### src/assert_macros.svh
// ----------------------------------------------------------------------------
// Assertion macros
// Shared concurrent assertion shorthands for the Roman numeral core.
// ----------------------------------------------------------------------------
`ifndef ASSERT_MACROS_SVH
`define ASSERT_MACROS_SVH

// cons must hold in the same cycle as ante
`define ASSERT_IMPLY(label, clk, rst_n, ante, cons) \
  label: assert property (@(posedge clk) disable iff (!rst_n) (ante) |-> (cons)) \
    else $error("assertion failed: implication");

// cond must never be true
`define ASSERT_NEVER(label, clk, rst_n, cond) \
  label: assert property (@(posedge clk) disable iff (!rst_n) !(cond)) \
    else $error("assertion failed: forbidden condition");

`endif

### src/i2r_pkg.sv
// ----------------------------------------------------------------------------
// i2r_pkg
// Types, symbol codes and digit pattern helpers for the Roman numeral core.
// ----------------------------------------------------------------------------
`default_nettype none

package i2r_pkg;

  localparam int unsigned DigitW    = 4;
  localparam int unsigned NumDigits = 4;  // thousands, hundreds, tens, units
  localparam int unsigned ValueW    = 12;
  localparam int unsigned SymW      = 8;

  typedef logic [DigitW-1:0] digit_t;

  // one classified value: digit 0 is thousands
  typedef struct packed {
    logic                    err;
    digit_t [NumDigits-1:0]  dig;
  } item_t;

  typedef enum logic [1:0] {
    KIND_ONE,
    KIND_FIVE,
    KIND_TEN
  } kind_e;

  localparam logic [SymW-1:0] ChNone = 8'h00;
  localparam logic [SymW-1:0] ChI    = 8'h49;
  localparam logic [SymW-1:0] ChV    = 8'h56;
  localparam logic [SymW-1:0] ChX    = 8'h58;
  localparam logic [SymW-1:0] ChL    = 8'h4C;
  localparam logic [SymW-1:0] ChC    = 8'h43;
  localparam logic [SymW-1:0] ChD    = 8'h44;
  localparam logic [SymW-1:0] ChM    = 8'h4D;

  // number of characters a decimal digit expands to
  function automatic logic [2:0] digit_len(input digit_t d);
    logic [2:0] len;
    case (d) inside
      4'd1, 4'd5:             len = 3'd1;
      4'd2, 4'd4, 4'd6, 4'd9: len = 3'd2;
      4'd3, 4'd7:             len = 3'd3;
      4'd8:                   len = 3'd4;
      default:                len = 3'd0;
    endcase
    return len;
  endfunction

  // which symbol of the position is character j of digit d
  function automatic kind_e digit_kind(input digit_t d, input logic [1:0] j);
    kind_e k;
    if (d == 4'd4) begin
      k = (j == 2'd0) ? KIND_ONE : KIND_FIVE;
    end else if (d == 4'd9) begin
      k = (j == 2'd0) ? KIND_ONE : KIND_TEN;
    end else if (d >= 4'd5) begin
      k = (j == 2'd0) ? KIND_FIVE : KIND_ONE;
    end else begin
      k = KIND_ONE;
    end
    return k;
  endfunction

  // ASCII symbol for a decimal position (0 = thousands) and symbol kind
  function automatic logic [SymW-1:0] symbol_of(input logic [1:0] pos, input kind_e k);
    logic [SymW-1:0] s;
    s = ChNone;
    case (pos)
      2'd0: begin
        if (k == KIND_ONE) s = ChM;
      end
      2'd1: begin
        case (k)
          KIND_ONE:  s = ChC;
          KIND_FIVE: s = ChD;
          KIND_TEN:  s = ChM;
          default:   s = ChNone;
        endcase
      end
      2'd2: begin
        case (k)
          KIND_ONE:  s = ChX;
          KIND_FIVE: s = ChL;
          KIND_TEN:  s = ChC;
          default:   s = ChNone;
        endcase
      end
      default: begin
        case (k)
          KIND_ONE:  s = ChI;
          KIND_FIVE: s = ChV;
          KIND_TEN:  s = ChX;
          default:   s = ChNone;
        endcase
      end
    endcase
    return s;
  endfunction

endpackage

`default_nettype wire

### src/integer_to_roman_numeral_core.sv
// ----------------------------------------------------------------------------
// integer_to_roman_numeral_core
// Converts a 12-bit unsigned integer into its Roman numeral, streamed as
// ASCII characters, most significant digit first.
// ----------------------------------------------------------------------------
// A value is taken on a rising edge with start high and busy low. Values
// 1..3999 come back as a run of characters (I V X L C D M), one per strobe,
// with last_o set on the final one; anything else (zero or 4000 and up)
// gives a single strobe with symbol_o = 0, last_o = 1 and error_o = 1.
// The receiver has no way to stall: every strobe is one-cycle data and must
// be captured when it appears. Results come out in the order the values
// were taken. The input register is loaded at the accepting edge; the value
// then passes two more digit-split stages, the queue, the sequencer and
// the output register before its first character reaches the output ports.
// The character sequencer produces one character per cycle while it holds a
// value and moves straight on to the next queued value; an error or a
// one-character numeral gives one character, and the longest numeral, for
// 3888, has 15 characters. That sequencer sets the sustained rate; busy
// rises only when the queue and the front stages are all full.
// ----------------------------------------------------------------------------
`default_nettype none

`include "assert_macros.svh"

module integer_to_roman_numeral_core import i2r_pkg::*; #(
  parameter int unsigned QUEUE_DEPTH = 2
) (
  input  wire logic              clk_i,
  input  wire logic              rst_ni,
  input  wire logic              start,
  output logic                   busy,
  input  wire logic [ValueW-1:0] value_i,
  output logic                   strobe_o,
  output logic [SymW-1:0]        symbol_o,
  output logic                   last_o,
  output logic                   error_o
);

  logic  in_ready;
  logic  q_push, q_full, q_pop, q_avail;
  item_t q_wdata, q_rdata;

  assign busy = !in_ready;

  // front: range check and decimal split, thousands, hundreds, then tens and units together
  i2r_front u_front (
    .clk_i      (clk_i),
    .rst_ni     (rst_ni),
    .in_valid_i (start),
    .value_i    (value_i),
    .in_ready_o (in_ready),
    .push_o     (q_push),
    .item_o     (q_wdata),
    .full_i     (q_full)
  );

  // decoupling queue, transfers one classified value per push/pop
  i2r_fifo #(
    .DEPTH (QUEUE_DEPTH)
  ) u_fifo (
    .clk_i   (clk_i),
    .rst_ni  (rst_ni),
    .push_i  (q_push),
    .data_i  (q_wdata),
    .full_o  (q_full),
    .pop_i   (q_pop),
    .data_o  (q_rdata),
    .avail_o (q_avail)
  );

  // back: character sequencer and output register
  i2r_back u_back (
    .clk_i    (clk_i),
    .rst_ni   (rst_ni),
    .avail_i  (q_avail),
    .item_i   (q_rdata),
    .pop_o    (q_pop),
    .strobe_o (strobe_o),
    .symbol_o (symbol_o),
    .last_o   (last_o),
    .error_o  (error_o)
  );

  // an error transfer is a single, empty result
  `ASSERT_IMPLY(a_err_single, clk_i, rst_ni, strobe_o && error_o, last_o && (symbol_o == ChNone))
  // a good numeral never carries a null character
  `ASSERT_IMPLY(a_sym_valid, clk_i, rst_ni, strobe_o && !error_o, symbol_o != ChNone)
  // the front never writes into a full queue
  `ASSERT_NEVER(a_no_overflow, clk_i, rst_ni, q_push && q_full && !q_pop)
  // a pop only happens with something queued
  `ASSERT_NEVER(a_no_underflow, clk_i, rst_ni, q_pop && !q_avail)

endmodule

`default_nettype wire

### src/i2r_front.sv
// ----------------------------------------------------------------------------
// i2r_front
// Accepts values, range-checks them and splits them into decimal digits:
// thousands and hundreds in their own pipeline stages, tens and units together.
// ----------------------------------------------------------------------------
`default_nettype none

module i2r_front import i2r_pkg::*; (
  input  wire logic              clk_i,
  input  wire logic              rst_ni,
  input  wire logic              in_valid_i,
  input  wire logic [ValueW-1:0] value_i,
  output logic                   in_ready_o,
  output logic                   push_o,
  output item_t                  item_o,
  input  wire logic              full_i
);

  // stage valids
  logic v0_q, v1_q, v2_q;
  logic rdy0, rdy1, rdy2;

  // stage 0: raw value
  logic [ValueW-1:0] val0_q;
  logic              err0;
  digit_t            th0;
  logic [ValueW-1:0] sub0;

  // stage 1: thousands + remainder below 1000
  logic       err1_q;
  digit_t     th1_q;
  logic [9:0] rem1_q;
  digit_t     hu1;
  logic [9:0] sub1;

  // stage 2: thousands, hundreds + remainder below 100
  logic       err2_q;
  digit_t     th2_q, hu2_q;
  logic [6:0] rem2_q;
  digit_t     te2;
  logic [6:0] sub2;

  assign rdy2       = !v2_q || !full_i;
  assign rdy1       = !v1_q || rdy2;
  assign rdy0       = !v0_q || rdy1;
  assign in_ready_o = rdy0;
  assign push_o     = v2_q && !full_i;

  assign err0 = (val0_q == '0) || (val0_q > 12'd3999);

  always_comb begin
    th0  = '0;
    sub0 = '0;
    for (int k = 1; k < 4; k++) begin
      if (val0_q >= ValueW'(k * 1000)) begin
        th0  = DigitW'(k);
        sub0 = ValueW'(k * 1000);
      end
    end
  end

  always_comb begin
    hu1  = '0;
    sub1 = '0;
    for (int k = 1; k < 10; k++) begin
      if (rem1_q >= 10'(k * 100)) begin
        hu1  = DigitW'(k);
        sub1 = 10'(k * 100);
      end
    end
  end

  always_comb begin
    te2  = '0;
    sub2 = '0;
    for (int k = 1; k < 10; k++) begin
      if (rem2_q >= 7'(k * 10)) begin
        te2  = DigitW'(k);
        sub2 = 7'(k * 10);
      end
    end
  end

  always_comb begin
    item_o.err    = err2_q;
    item_o.dig[0] = th2_q;
    item_o.dig[1] = hu2_q;
    item_o.dig[2] = te2;
    item_o.dig[3] = DigitW'(rem2_q - sub2);
  end

  always_ff @(posedge clk_i or negedge rst_ni) begin
    if (!rst_ni) begin
      v0_q <= 1'b0;
      v1_q <= 1'b0;
      v2_q <= 1'b0;
    end else begin
      if (rdy0) v0_q <= in_valid_i;
      if (rdy1) v1_q <= v0_q;
      if (rdy2) v2_q <= v1_q;
    end
  end

  always_ff @(posedge clk_i) begin
    if (rdy0) begin
      val0_q <= value_i;
    end
    if (rdy1) begin
      err1_q <= err0;
      th1_q  <= th0;
      rem1_q <= 10'(val0_q - sub0);
    end
    if (rdy2) begin
      err2_q <= err1_q;
      th2_q  <= th1_q;
      hu2_q  <= hu1;
      rem2_q <= 7'(rem1_q - sub1);
    end
  end

endmodule

`default_nettype wire

### src/i2r_fifo.sv
// ----------------------------------------------------------------------------
// i2r_fifo
// Short queue of classified values between the front and back parts.
// ----------------------------------------------------------------------------
`default_nettype none

module i2r_fifo import i2r_pkg::*; #(
  parameter int unsigned DEPTH = 2
) (
  input  wire logic  clk_i,
  input  wire logic  rst_ni,
  input  wire logic  push_i,
  input  item_t      data_i,
  output logic       full_o,
  input  wire logic  pop_i,
  output item_t      data_o,
  output logic       avail_o
);

  localparam int unsigned PtrW = (DEPTH > 1) ? $clog2(DEPTH) : 1;
  localparam int unsigned CntW = $clog2(DEPTH + 1);

  item_t             mem_q [DEPTH];
  logic [PtrW-1:0]   wr_q, rd_q;
  logic [CntW-1:0]   cnt_q;

  assign full_o  = (cnt_q == CntW'(DEPTH));
  assign avail_o = (cnt_q != '0);
  assign data_o  = mem_q[rd_q];

  function automatic logic [PtrW-1:0] ptr_inc(input logic [PtrW-1:0] p);
    return (p == PtrW'(DEPTH - 1)) ? '0 : PtrW'(p + 1'b1);
  endfunction

  always_ff @(posedge clk_i or negedge rst_ni) begin
    if (!rst_ni) begin
      wr_q  <= '0;
      rd_q  <= '0;
      cnt_q <= '0;
    end else begin
      if (push_i) wr_q <= ptr_inc(wr_q);
      if (pop_i)  rd_q <= ptr_inc(rd_q);
      if (push_i && !pop_i) begin
        cnt_q <= CntW'(cnt_q + 1'b1);
      end else if (pop_i && !push_i) begin
        cnt_q <= CntW'(cnt_q - 1'b1);
      end
    end
  end

  always_ff @(posedge clk_i) begin
    if (push_i) mem_q[wr_q] <= data_i;
  end

endmodule

`default_nettype wire

### src/i2r_back.sv
// ----------------------------------------------------------------------------
// i2r_back
// Character sequencer: walks the digits of one value and drives one Roman
// numeral character per cycle into the output register while it holds a value.
// ----------------------------------------------------------------------------
`default_nettype none

module i2r_back import i2r_pkg::*; (
  input  wire logic            clk_i,
  input  wire logic            rst_ni,
  input  wire logic            avail_i,
  input  item_t                item_i,
  output logic                 pop_o,
  output logic                 strobe_o,
  output logic [SymW-1:0]      symbol_o,
  output logic                 last_o,
  output logic                 error_o
);

  typedef enum logic [1:0] {
    ST_IDLE = 2'b01,
    ST_RUN  = 2'b10
  } state_e;

  state_e                 state_q, state_d;
  logic                   err_q;
  digit_t [NumDigits-1:0] dig_q;
  logic [1:0]             pos_q, idx_q;

  digit_t     cur_dig;
  logic [2:0] cur_len;
  logic       at_end, later;
  logic [1:0] nxt_pos, first_pos;
  logic       done_now, pop;

  logic                   strobe_q;
  logic [SymW-1:0]        symbol_q;
  logic                   last_q, error_q;

  assign cur_dig = dig_q[pos_q];
  assign cur_len = digit_len(cur_dig);
  assign at_end  = ({1'b0, idx_q} == (cur_len - 3'd1));

  // next nonzero digit after the current position
  always_comb begin
    later   = 1'b0;
    nxt_pos = pos_q;
    for (int k = NumDigits - 1; k >= 0; k--) begin
      if ((2'(k) > pos_q) && (dig_q[k] != '0)) begin
        later   = 1'b1;
        nxt_pos = 2'(k);
      end
    end
  end

  // first nonzero digit of the item at the queue head
  always_comb begin
    first_pos = '0;
    for (int k = NumDigits - 1; k >= 0; k--) begin
      if (item_i.dig[k] != '0) first_pos = 2'(k);
    end
  end

  assign done_now = (state_q == ST_RUN) && (err_q || (at_end && !later));
  assign pop      = avail_i && ((state_q == ST_IDLE) || done_now);
  assign pop_o    = pop;

  always_comb begin
    state_d = state_q;
    if (pop) begin
      state_d = ST_RUN;
    end else if (done_now) begin
      state_d = ST_IDLE;
    end
  end

  always_ff @(posedge clk_i or negedge rst_ni) begin
    if (!rst_ni) begin
      state_q  <= ST_IDLE;
      strobe_q <= 1'b0;
    end else begin
      state_q  <= state_d;
      strobe_q <= (state_q == ST_RUN);
    end
  end

  always_ff @(posedge clk_i) begin
    if (pop) begin
      err_q <= item_i.err;
      dig_q <= item_i.dig;
      pos_q <= first_pos;
      idx_q <= '0;
    end else if (state_q == ST_RUN) begin
      if (at_end) begin
        pos_q <= nxt_pos;
        idx_q <= '0;
      end else begin
        idx_q <= idx_q + 2'd1;
      end
    end
    symbol_q <= err_q ? ChNone : symbol_of(pos_q, digit_kind(cur_dig, idx_q));
    last_q   <= err_q || (at_end && !later);
    error_q  <= err_q;
  end

  assign strobe_o = strobe_q;
  assign symbol_o = symbol_q;
  assign last_o   = last_q;
  assign error_o  = error_q;

endmodule

`default_nettype wire
### config.mk
export PLATFORM = sky130hd
export DESIGN_NAME = integer_to_roman_numeral_core
export DESIGN_NICKNAME = d
export VERILOG_FILES = /design/src/i2r_pkg.sv /design/src/integer_to_roman_numeral_core.sv /design/src/i2r_front.sv /design/src/i2r_fifo.sv /design/src/i2r_back.sv
export VERILOG_INCLUDE_DIRS = /design/src /design/src/src
export SDC_FILE = /design/constraint.sdc
export NUM_CORES = 1
export LEC_CHECK = 0
export ABC_AREA = 1
export BUFFER_PORTS_ARGS = -buffer_cell sky130_fd_sc_hd__buf_2
export CAP_MARGIN = 15
export CELL_PAD_IN_SITES_DETAIL_PLACEMENT = 0
export CELL_PAD_IN_SITES_GLOBAL_PLACEMENT = 1
export CORE_MARGIN = 4
export CORE_UTILIZATION = 44
export CTS_CLUSTER_DIAMETER = 200
export DETAILED_ROUTE_END_ITERATION = 8
export PLACE_DENSITY = 0.82
export SYNTH_ARGS = -nofsm -noshare
export SYNTH_HDL_FRONTEND = slang
export SYNTH_SLANG_ARGS = --single-unit
export TNS_END_PERCENT = 20
### constraint.sdc
create_clock -name clk_i -period 2.75 [get_ports clk_i]
set_input_delay 0.825 -clock clk_i [delete_from_list [all_inputs] [get_ports clk_i]]
set_output_delay 0.825 -clock clk_i [all_outputs]
set_load 0.02 [all_outputs]
==> run summary, run 1 <==
Max Slew Vio Count: 0
Final WL: 9.14 mm
Clock skew: 0.00679 ns
Largest net degree at the start of global routing: 19
Proportion of synthesized area in mux cells: 0.189%
Worst Setup End Kind: flop
IO Count: 27
Starting DRT DRC Count: 109
Clock Path Buffers: 2
Vias in the first global route: 3619
Total gr overflow: 0
Yosys top cell by area: edfxtp_1
Arr. time, crit path: 3.01 ns
Fin cells: 742
Violated checks: negative setup slack
Via count: 3635
RSZ-0062 raised after global routing: yes
CP startpoint kind: flop
Number of vias per cell: 4.90
Synthesized flop and latch total: 106
Clock sink total: 106
Crit share post-route: 101%
Diodes inserted: 0
Synth area leaders: edfxtp_1 (49%), nand2_1 (9.2%), inv_1 (4.9%), ha_1 (4.5%), dfrtp_1 (4.3%)
Reg2Reg Depth: 20
Initial Utilization: 45.6%
Fmax: 360 MHz
Synth Area in Simple Gates: 20.6%
Final setup vio count: 1
Post-synth ARST share: 9.43%
Core area: 0.0116 mm2
Required time worst endpoint: 2.98 ns
Prevailing post-synth register cell: edfxtp_1
Main combinational cell family by area after synthesis: simple AND/OR/NAND/NOR gates
Most frequent cells after synthesis: nand2_1 (129), edfxtp_1 (86), inv_1 (69)
Worst-path maximum fanout: 6
DP Worst Slack: -0.100 ns
Peak VDD IR: 0.000599 V
Fillers: 999
Routability Congestion: 0.863
Outcome: complete, but fails checks
Die height: 118 um
Port Buffer Count: 24
Adder-cell share of the synthesized area: 5.63%
DIE AREA: 0.0138 mm2
Drt wl/cell: 12.3 um
LEAKAGE: 0.00281 uW
Synthesized instance count: 522
Worst setup margin: -0.0245 ns
Initial antenna violation count: 0
Placed instance area: 0.00578 mm2
Die X: 118 um
Min Clock Period, post-route: 2.77 ns
Antenna Nets Post-Route: 0
Area growth from synthesis to layout: 19.3%
Skew-Pair Late Insertion Delay: 0.35 ns
Max Cap Violations: 0
FP Rows: 39
Global-route wire length before repair: 15.8 mm
Slew HR: 64.4%
Final Hold Fails: 0
Post-layout util: 54.3%
Share of the synthesized area in the top cell type: 48.8%
Post-synthesis compound-gate area fraction: 7.26%
CTS tree: yes
Cell variety after synth: 48
H-Tree Depth: 3
Final Instance Area: 0.00631 mm2
Hold WC Path Type: primary input to async pin
Seq/Total Area, Yosys: 57.4%
Pwr/cell area: 1010 mW/mm2
Ys Warns: 0
Root buf cell: clkbuf_16
Tightest Pin Transition: 0.533 ns
Most frequent cell after synthesis: nand2_1
Cell area after synthesis: 0.00529 mm2
Synth Area per Inst: 10.1 um2
Residual DRC: 0
Drt pass-1 iters: 4
EDFF count, synth: 86
Placed cells: 712
Post-detail-place hpwl: 6.90 mm
XOR/XNOR Fraction of Synth Area: 2.48%
CP Class: flop to flop
Layout cells sized above 1: 24.2%
Clock-pin transition on the worst setup and hold timing paths: 0.07 ns
Number of buffers created by CTS: 9
Gr usage total: 13.9%
Nets: 631
-- placed cells by master, fill, tap and decap left out, drive strengths merged, types with 2 or more instances in the layout --
master and count:
xnor2 3, bufinv 2, inv 74, a31oi 7, nor2 53, nand3 24
nand2 146, clkinv 3, or2 2, o21ai 25, clkbuf 9, a21boi 2
nand4 2, ha 19, a41oi 2, nor4 3, a21oi 18, dfxtp 10
edfxtp 86, dfrtp 9, o21a 2, o211ai 2, conb 2, buf 67
o22ai 2, xor2 12, fa 3
-- final timing paths --
path,startpoint,end,slack [ns]
worst max register to register,u_back.pos_q[1],u_fifo.cnt_q[1],-0.02
worst max-delay path,u_back.pos_q[1],u_fifo.cnt_q[1],-0.02
max in group asynchronous,rst_ni,u_back.state_q[0],2.17
worst min register to register,u_front.rem1_q[0],u_front.rem2_q[0],0.42
worst min-delay path,rst_ni,u_back.strobe_o,0.33
min in group clk_i,u_front.rem1_q[0],u_front.rem2_q[0],0.42
-- per-layer routing --
metal | vias up | track usage, % | part of all wire [%]
li1 | 1882 | - | -
met1 | 1681 | 15.9 | 43
met2 | 64 | 25.2 | 52
met3 | 8 | 4.28 | 3.7
met4 | 0 | 3.81 | 0.85
met5 | - | 0 | 0
-- worst max-delay path: stages (launching register included) --
cell and delay, ns:
edfxtp_1 0.41, buf_4 0.18, inv_4 0.06, nand3_2 0.08
nand2_4 0.10, nor2_8 0.05, buf_4 0.15, o32ai_2 0.12
ha_1 0.27, xor2_1 0.13, nand2_1 0.08, nor2_2 0.11
nand3_2 0.09, nand2_4 0.08, nand2_4 0.05, nand2_4 0.10
nand2_8 0.05, ha_4 0.21, a21oi_1 0.10, o21ai_1 0.09
xor2_1 0.14
-- stage by stage --
step	hold slack (ns)	setup TNS (ns)	total power (uW)
4_1_cts	0.329	-0.0508	6150
3_5_place_dp	0.410	-0.884	4760
3_3_place_gp	0.402	-0.0418	4670
5_1_grt	0.336	-1.49	6850
6_report	0.327	-0.0245	6360
2_1_floorplan	0.393	-0.0384	4190
-- cell families (layout without fill, tap and decap cells) --
logic type               after synthesis  after routing
XOR/XNOR                              15             15
AO/OA/AOI/OAI                         65             65
multiplexers                           1              1
buffers and inverters                 79            155
AND/OR/NAND/NOR                      233            233
flip-flops                           106            106
other                                  1              2
adder cells (fa/ha/maj)               22             22
-- registers in the layout, summed over array words and instances (netlist names), 4 cells and up --
register / count
u_front.rem1_q: 10
u_back.dig_q: 14
u_front.rem2_q: 7
u_front.val0_q: 12
u_front.hu2_q: 4
u_back.symbol_o: 6
u_fifo.mem_q: 30
-- area by class of cell --
cell class                 count  area (um2)  area share (%)
tap                          143         179            2.84
sequential                   106        3030            48.1
clock inverter                 7         100            1.59
timing repair buffer          67         450            7.14
inverter                      72         293            4.64
clock buffer                   9         225            3.57
multi-input combinational    338        2030            32.1
-- power breakdown --
part	internal [uW]	leakage, uW	switching, uW
logic	879	0.00160	1320
registers	2530	0.00104	257
clock network	808	0.000161	568
-- repair_timing --
action,4_1_cts,5_1_grt
pin swaps,4,13
cloned,0,0
setup buffers,1,13
hold buffers,0,0
setup endpoints to repair,21,32
gates resized for setup,3,34
(Power assumes the default switching activity.)
==> run 2, diff against run 1 <==
--- a/config.mk
+++ b/config.mk
@@ -7,15 +7,15 @@
 export NUM_CORES = 1
 export LEC_CHECK = 0
 export ABC_AREA = 1
-export BUFFER_PORTS_ARGS = -buffer_cell sky130_fd_sc_hd__buf_2
 export CAP_MARGIN = 15
 export CELL_PAD_IN_SITES_DETAIL_PLACEMENT = 0
 export CELL_PAD_IN_SITES_GLOBAL_PLACEMENT = 1
 export CORE_MARGIN = 4
-export CORE_UTILIZATION = 44
+export CORE_UTILIZATION = 45
 export CTS_CLUSTER_DIAMETER = 200
 export DETAILED_ROUTE_END_ITERATION = 8
-export PLACE_DENSITY = 0.82
+export DONT_BUFFER_PORTS = 1
+export PLACE_DENSITY = 0.81
 export SYNTH_ARGS = -nofsm -noshare
 export SYNTH_HDL_FRONTEND = slang
 export SYNTH_SLANG_ARGS = --single-unit
==> run 2 against run 1 <==
Effect of this change: the run still ends with negative setup slack left; design area fell by 2.0%; core utilization fell by 0.40 points; cell count decreased by 3.2%; worst hold slack lost 0.16 ns; maximum frequency fell by 0.49%; largest cell class unchanged; first-iteration DRC count is 59% higher; clock power decreased by 14%; setup slack worse by 0.014 ns; power decreased by 3.1%.
==> run summary, run 2 (synthesized netlist as in run 1, its figures left out) <==
Antenna Nets Post-Route: 0 (unchanged)
Fin cells: 718 (-3.2%)
Number of vias per cell: 4.99 (+1.9%)
Peak VDD IR: 0.000591 V (-1.3%)
Area growth from synthesis to layout: 16.9%
Most frequent cells in the layout: nand2_1 (122), edfxtp_1 (86), inv_1 (66)
Final Hold Fails: 0 (unchanged)
Pwr/cell area: 996 mW/mm2 (-1.2%)
Skew-Pair Late Insertion Delay: 0.35 ns (about the same)
Crit path largest cell delay: 0.37 ns (-0.04 ns)
Clock skew: 0.0104 ns (+0.00357 ns)
Final WL: 9.23 mm (+1.1%)
Die X: 116 um (-1.0%)
Critical path startpoint: u_back.pos_q[0]
Global-route wire length before repair: 15.2 mm (-3.5%)
Most frequent cell on the critical path: nand2_4
Drt pass-1 iters: 5 (+1)
Starting DRT DRC Count: 173 (+59%)
Worst path cell trace: buf_6 > clkinv_8 > nand2_4 > nor2_8 > nor2_8 > nor2_4 > o32ai_2 > ha_1 > xor2_1 > nand2_1 > nor2_2 > nand3_2 > nand2_4 > nand2_4 > nand2_4 > nand2_8 > ha_4 > a21oi_2 > o21ai_1 > xor2_1
Vias in the first global route: 3421 (-5.5%)
Nets: 607 (-3.8%)
Core area: 0.0115 mm2 (-1.3%)
CP Class: flop to flop
IO Count: 27 (unchanged)
Clock sink total: 106 (unchanged)
Min Clock Period, post-route: 2.79 ns (+0.0137 ns)
DR WL met2: 4.89 mm (+3.0%)
Total gr overflow: 0 (unchanged)
DP Worst Slack: -0.164 ns (-0.0639 ns)
Root buf cell: clkbuf_16
Port Buffer Count: 0 (-100%)
Gr usage total: 14.3% (+0.37 points)
RSZ-0062 raised after global routing: yes
CTS Hold Buffers Added: 0 (unchanged)
Clock Path Buffers: 2 (unchanged)
Residual DRC: 0 (unchanged)
M1 wire length: 3.89 mm (-1.9%)
Post-detail-place hpwl: 6.70 mm (-2.9%)
LEAKAGE: 0.00269 uW (-4.3%)
Required time worst endpoint: 2.99 ns (about the same)
Top layer in use: met4
Via count: 3585 (-1.4%)
Outcome: complete, but fails checks
Worst setup margin: -0.0381 ns (-0.0137 ns)
Arr. time, crit path: 3.02 ns (about the same)
Fillers: 969 (-3.0%)
Clock-pin transition on the worst setup and hold timing paths: 0.07 ns (about the same)
Violated checks: negative setup slack
Worst r2r src: u_back.pos_q[0]
Max reg flops: 30 (unchanged)
Tightest Pin Transition: 0.524 ns (-0.00860 ns)
Top Registers: u_fifo.mem_q: 30 flops, u_back.dig_q: 14 flops, u_front.val0_q: 12 flops
Hold WC Path Type: primary input to async pin
Drt wl/cell: 12.9 um (+4.5%)
Worst-path maximum fanout: 6 (unchanged)
Fin Setup TNS: -0.0381 ns (-0.0137 ns)
Diodes inserted: 0 (unchanged)
Max Cap Violations: 0 (unchanged)
Largest net degree at the start of global routing: 19 (unchanged)
FP Rows: 39 (unchanged)
Hold slack: 0.163 ns (-0.164 ns)
Crit share post-route: 101% (+0.50 points)
Met3 wire len: 343 um (+1.2%)
Most common cell after layout, fill and taps aside: nand2_1
Reg2Reg Depth: 20 (unchanged)
H-Tree Depth: 3 (unchanged)
Initial antenna violation count: 0 (unchanged)
Routability Congestion: 0.897 (+3.9%)
Worst Setup End Kind: flop
Layout cells sized above 1: 21.7% (-2.5 points)
Die height: 116 um (-1.0%)
R2R setup slack: -0.04 ns (about the same)
CTS tree: yes
Fmax: 359 MHz (-0.49%)
CP startpoint kind: flop
Largest register by flop count: u_fifo.mem_q
DIE AREA: 0.0136 mm2 (-2.1%)
Final setup vio count: 1 (unchanged)
Placed cells: 687 (-3.5%)
Initial Utilization: 46.1% (+0.58 points)
Slew HR: 64.9% (+0.58 points)
Number of buffers created by CTS: 9 (unchanged)
Max Slew Vio Count: 0 (unchanged)
R2R Path End: u_fifo.cnt_q[1]
Slowest cell on the critical path: edfxtp_1
==> run 2: changes by cell type in the layout (fill, tap and decap cells not counted), sizes merged <==
cell,previous run,this run
buf,67,41
bufinv,2,0
clkbuf,9,10
clkinv,3,4
clkinvlp,0,3
inv,74,73
==> run 2: per-layer routing <==
metal  up-vias  track usage [%]
met5         -                0
met4         0             4.95
met3        13             3.68
met2        71             25.5
met1      1671             16.7
li1       1830                -
==> run 2: per-stage QoR <==
stage                     power, uW  util, %  area (um2)
after floorplan                4190        -        5310
after global placement         4660     49.3        5650
after detailed placement       4750     49.3        5650
after CTS                      5960     52.2        5980
after global routing           6630     53.9        6180
final                          6160     53.9        6180
==> run 2: area by class of cell <==
class,instances,area [um2],share of cell area [%]
Sequential cell,106,3030,49.1
Tap cell,143,179,2.89
Clock buffer,10,229,3.70
Multi-Input combinational cell,338,2040,33.0
Inverter,72,298,4.82
Clock inverter,6,50.0,0.809
Timing Repair Buffer,41,329,5.32
Timing Repair inverter,2,22.5,0.364
==> run 2: report_power, final <==
part / total [uW] / leakage, uW / internal, uW / switching [uW]
logic: 2180 / 0.00151 / 871 / 1310
clock network: 1190 / 0.000129 / 625 / 566
registers: 2790 / 0.00104 / 2530 / 255
total: 6160 / 0.00269 / 4030 / 2130
==> run 2: worst max path at each step <==
stage / endpoint / slack (ns) / cells past startpoint
floorplan: u_fifo.cnt_q[1] / -0.04 / 19
global placement: u_fifo.cnt_q[1] / -0.03 / 22
detailed placement: u_fifo.cnt_q[1] / -0.16 / 22
CTS: u_fifo.cnt_q[1] / -0.06 / 19
global route: u_fifo.cnt_q[1] / -0.26 / 20
finish: u_fifo.cnt_q[1] / -0.04 / 20
==> run 2: repair_timing <==
item	CTS	global route
endpoints found under the setup margin	25	32
gates cloned	3	0
endpoints found under the hold margin	0	0
resized for setup	10	39
pin swaps	9	17
setup buffers	1	11
==> run 2: worst max-delay path, delay by kind of cell (launching register included) <==
family,cells,cell delay (ns)
buffers and inverters,2,0.25
xor gates and xnor gates,2,0.29
and+or+nand+nor,11,0.86
adders and majority gates,2,0.49
DFF,1,0.37
AOI/OAI and AO/OA,3,0.40
==> run 3, diff against run 2 <==
--- a/config.mk
+++ b/config.mk
@@ -15,6 +15,7 @@
 export CTS_CLUSTER_DIAMETER = 200
 export DETAILED_ROUTE_END_ITERATION = 8
 export DONT_BUFFER_PORTS = 1
+export GPL_TIMING_DRIVEN = 0
 export PLACE_DENSITY = 0.81
 export SYNTH_ARGS = -nofsm -noshare
 export SYNTH_HDL_FRONTEND = slang
==> run 3 against run 2 <==
Effect of this change: the run still ends with negative setup slack left; critical path type unchanged; design area is 1.8% lower; critical path depth increased by 1; via count is 3.2% lower; routed wire length is 3.6% lower; critical endpoint unchanged; sequential cell count unchanged.
==> run summary, run 3 (synthesized netlist as in run 1, its figures left out) <==
RSZ-0062 raised after global routing: yes
Final Hold Fails: 0 (unchanged)
Initial antenna violation count: 0 (unchanged)
DP Worst Slack: -0.267 ns (-0.103 ns)
Layout cells sized above 1: 18.8% (-2.9 points)
Core area: 0.0115 mm2 (unchanged)
Residual DRC: 0 (unchanged)
Pwr/cell area: 979 mW/mm2 (-1.7%)
Outcome: complete, but fails checks
Final Instance Area: 0.00607 mm2 (-1.8%)
Clock-pin transition on the worst setup and hold timing paths: 0.07 ns (about the same)
Most common cell after layout, fill and taps aside: nand2_1
Final WL: 8.90 mm (-3.6%)
CP Class: flop to flop
Sequential share of power: 47.3% (+2.1 points)
Most frequent cells in the layout: nand2_1 (126), edfxtp_1 (86), inv_1 (65)
Starting DRT DRC Count: 152 (-12%)
Drt pass-1 iters: 4 (-1)
FP Rows: 39 (unchanged)
Tightest Pin Transition: 0.552 ns (+0.0279 ns)
Fmax: 353 MHz (-1.6%)
Antenna Nets Post-Route: 0 (unchanged)
IO Count: 27 (unchanged)
Min Clock Period, post-route: 2.83 ns (+0.0452 ns)
Die height: 116 um (unchanged)
Clock Path Buffers: 2 (unchanged)
Slew HR: 63.1% (-1.9 points)
Max Slew Vio Count: 0 (unchanged)
Largest register by flop count: u_fifo.mem_q
Max Cap Violations: 0 (unchanged)
Hold WC Path Type: primary input to async pin
Via count: 3470 (-3.2%)
Clock skew: 0.00938 ns (-0.000984 ns)
Drt wl/cell: 12.6 um (-2.0%)
Port Buffer Count: 0 (unchanged)
Total gr overflow: 0 (unchanged)
LEAKAGE: 0.00263 uW (-2.1%)
R2R setup slack: -0.08 ns (-0.05 ns)
Global-route wire length before repair: 14.8 mm (-2.4%)
Die X: 116 um (unchanged)
CTS Hold Buffers Added: 0 (unchanged)
Largest net degree at the start of global routing: 20 (+1)
Nets: 595 (-2.0%)
Gr usage total: 14.0% (-0.33 points)
P_sw: 2060 uW (-3.4%)
Required time worst endpoint: 2.97 ns (-0.02 ns)
Violated checks: negative setup slack
Number of buffers created by CTS: 9 (unchanged)
CP startpoint kind: flop
Clock sink total: 106 (unchanged)
Sw Ratio: 34.6% (about the same)
Crit share post-route: 103% (+1.6 points)
Post-detail-place hpwl: 6.50 mm (-2.9%)
Area growth from synthesis to layout: 14.8%
Placed instance area: 0.00551 mm2 (-2.5%)
Worst Setup End Kind: flop
Peak VDD IR: 0.000543 V (-8.1%)
Max reg flops: 30 (unchanged)
Most frequent cell on the critical path: nand2_4
Skew-Pair Late Insertion Delay: 0.34 ns (about the same)
CTS tree: yes
Internal: 3890 uW (-3.5%)
Arr. time, crit path: 3.06 ns (+0.04 ns)
H-Tree Depth: 3 (unchanged)
Worst setup margin: -0.0833 ns (-0.0452 ns)
Vias in the first global route: 3294 (-3.7%)
DIE AREA: 0.0136 mm2 (unchanged)
Final setup vio count: 3 (+2)
Routability Congestion: 0.909 (+1.3%)
Diodes inserted: 0 (unchanged)
Top Registers: u_fifo.mem_q: 30 flops, u_back.dig_q: 14 flops, u_front.val0_q: 12 flops
Number of vias per cell: 4.92 (-1.6%)
Slowest cell on the critical path: edfxtp_1
Clk pwr share: 20.3% (+1.0 points)
Initial Utilization: 46.1% (unchanged)
Root buf cell: clkbuf_16
Worst-path maximum fanout: 6 (unchanged)
Worst path cell trace: buf_6 > clkinv_8 > nand2_2 > nand2_1 > nand2_2 > nand2_4 > a31oi_2 > o32ai_2 > ha_1 > xor2_1 > nand2_1 > nor2_2 > nand3_2 > nand2_4 > nand2_4 > nand2_4 > nand2_8 > ha_4 > a21oi_2 > o21ai_1 > xor2_1
Crit path largest cell delay: 0.36 ns (about the same)
Combinational power share: 32.4% (-3.0 points)
run 3: power groups by stage:
stage	Clock, uW	Combinational (uW)	Sequential, uW
after floorplan	0	1430	2760
after global placement	0	1730	2840
after detailed placement	0	1820	2840
after CTS	1240	1870	2810
after global routing	1310	2250	2860
final	1210	1930	2810
run 3: final timing paths:
kind,from,endpoint,cells past startpoint
setup / recovery,u_back.pos_q[0],u_fifo.cnt_q[1],21
hold / removal,rst_ni,u_back.strobe_o,0
setup reg to reg,u_back.pos_q[0],u_fifo.cnt_q[1],21
hold reg to reg,u_front.err1_q,u_front.err2_q,0
max in group asynchronous,rst_ni,u_back.state_q[0],0
min in group clk_i,u_front.err1_q,u_front.err2_q,0
run 3: layout make-up:
| cell class | count | area, um2 |
|---|---|---|
| Buffer | 7 | 52.6 |
| Sequential cell | 106 | 3030 |
| Fill cell | 978 | 5400 |
| Inverter | 72 | 297 |
| Clock buffer | 10 | 229 |
| Timing Repair inverter | 2 | 15.0 |
| Tap cell | 143 | 179 |
| Multi-Input combinational cell | 338 | 2040 |
| Timing Repair Buffer | 22 | 164 |
| Clock inverter | 6 | 60.1 |
run 3: metrics by stage:
stage / util, % / setup TNS (ns) / hold slack [ns] / cells / total power (uW)
floorplan: - / -0.0384 / 0.393 / 523 / 4190
global placement: 47.9 / -0.491 / 0.402 / 666 / 4570
detailed placement: 48.0 / -1.26 / 0.406 / 668 / 4670
CTS: 52.0 / -0.418 / 0.156 / 700 / 5920
global route: 52.9 / -4.74 / 0.140 / 706 / 6430
finish: 52.9 / -0.0889 / 0.171 / 706 / 5950
run 3: what timing repair did:
item | CTS | global route
cloned | 4 | 0
resized for setup | 12 | 20
setup buffers | 12 | 6
pin swaps | 9 | 4
setup endpoints to repair | 20 | 33
run 3: per-layer routing:
| layer | wire length (um) | share of wire, % | vias to the layer above | global-route usage [%] |
|---|---|---|---|---|
| met3 | 244 | 2.7 | 9 | 3.99 |
| met5 | 0 | 0 | - | 0 |
| li1 | - | - | 1809 | - |
| met2 | 4730 | 53 | 47 | 24.2 |
| met1 | 3810 | 43 | 1605 | 16.6 |
| met4 | 113 | 1.3 | 0 | 4.95 |
run 3: critical path: cells and delay by family, from the launching register on:
family	cells	cell delay, ns
AOI/OAI and AO/OA	4	0.46
xor gates and xnor gates	2	0.29
adders and majority gates	2	0.52
buffers and inverters	2	0.25
DFF	1	0.36
and+or+nand+nor	11	0.81
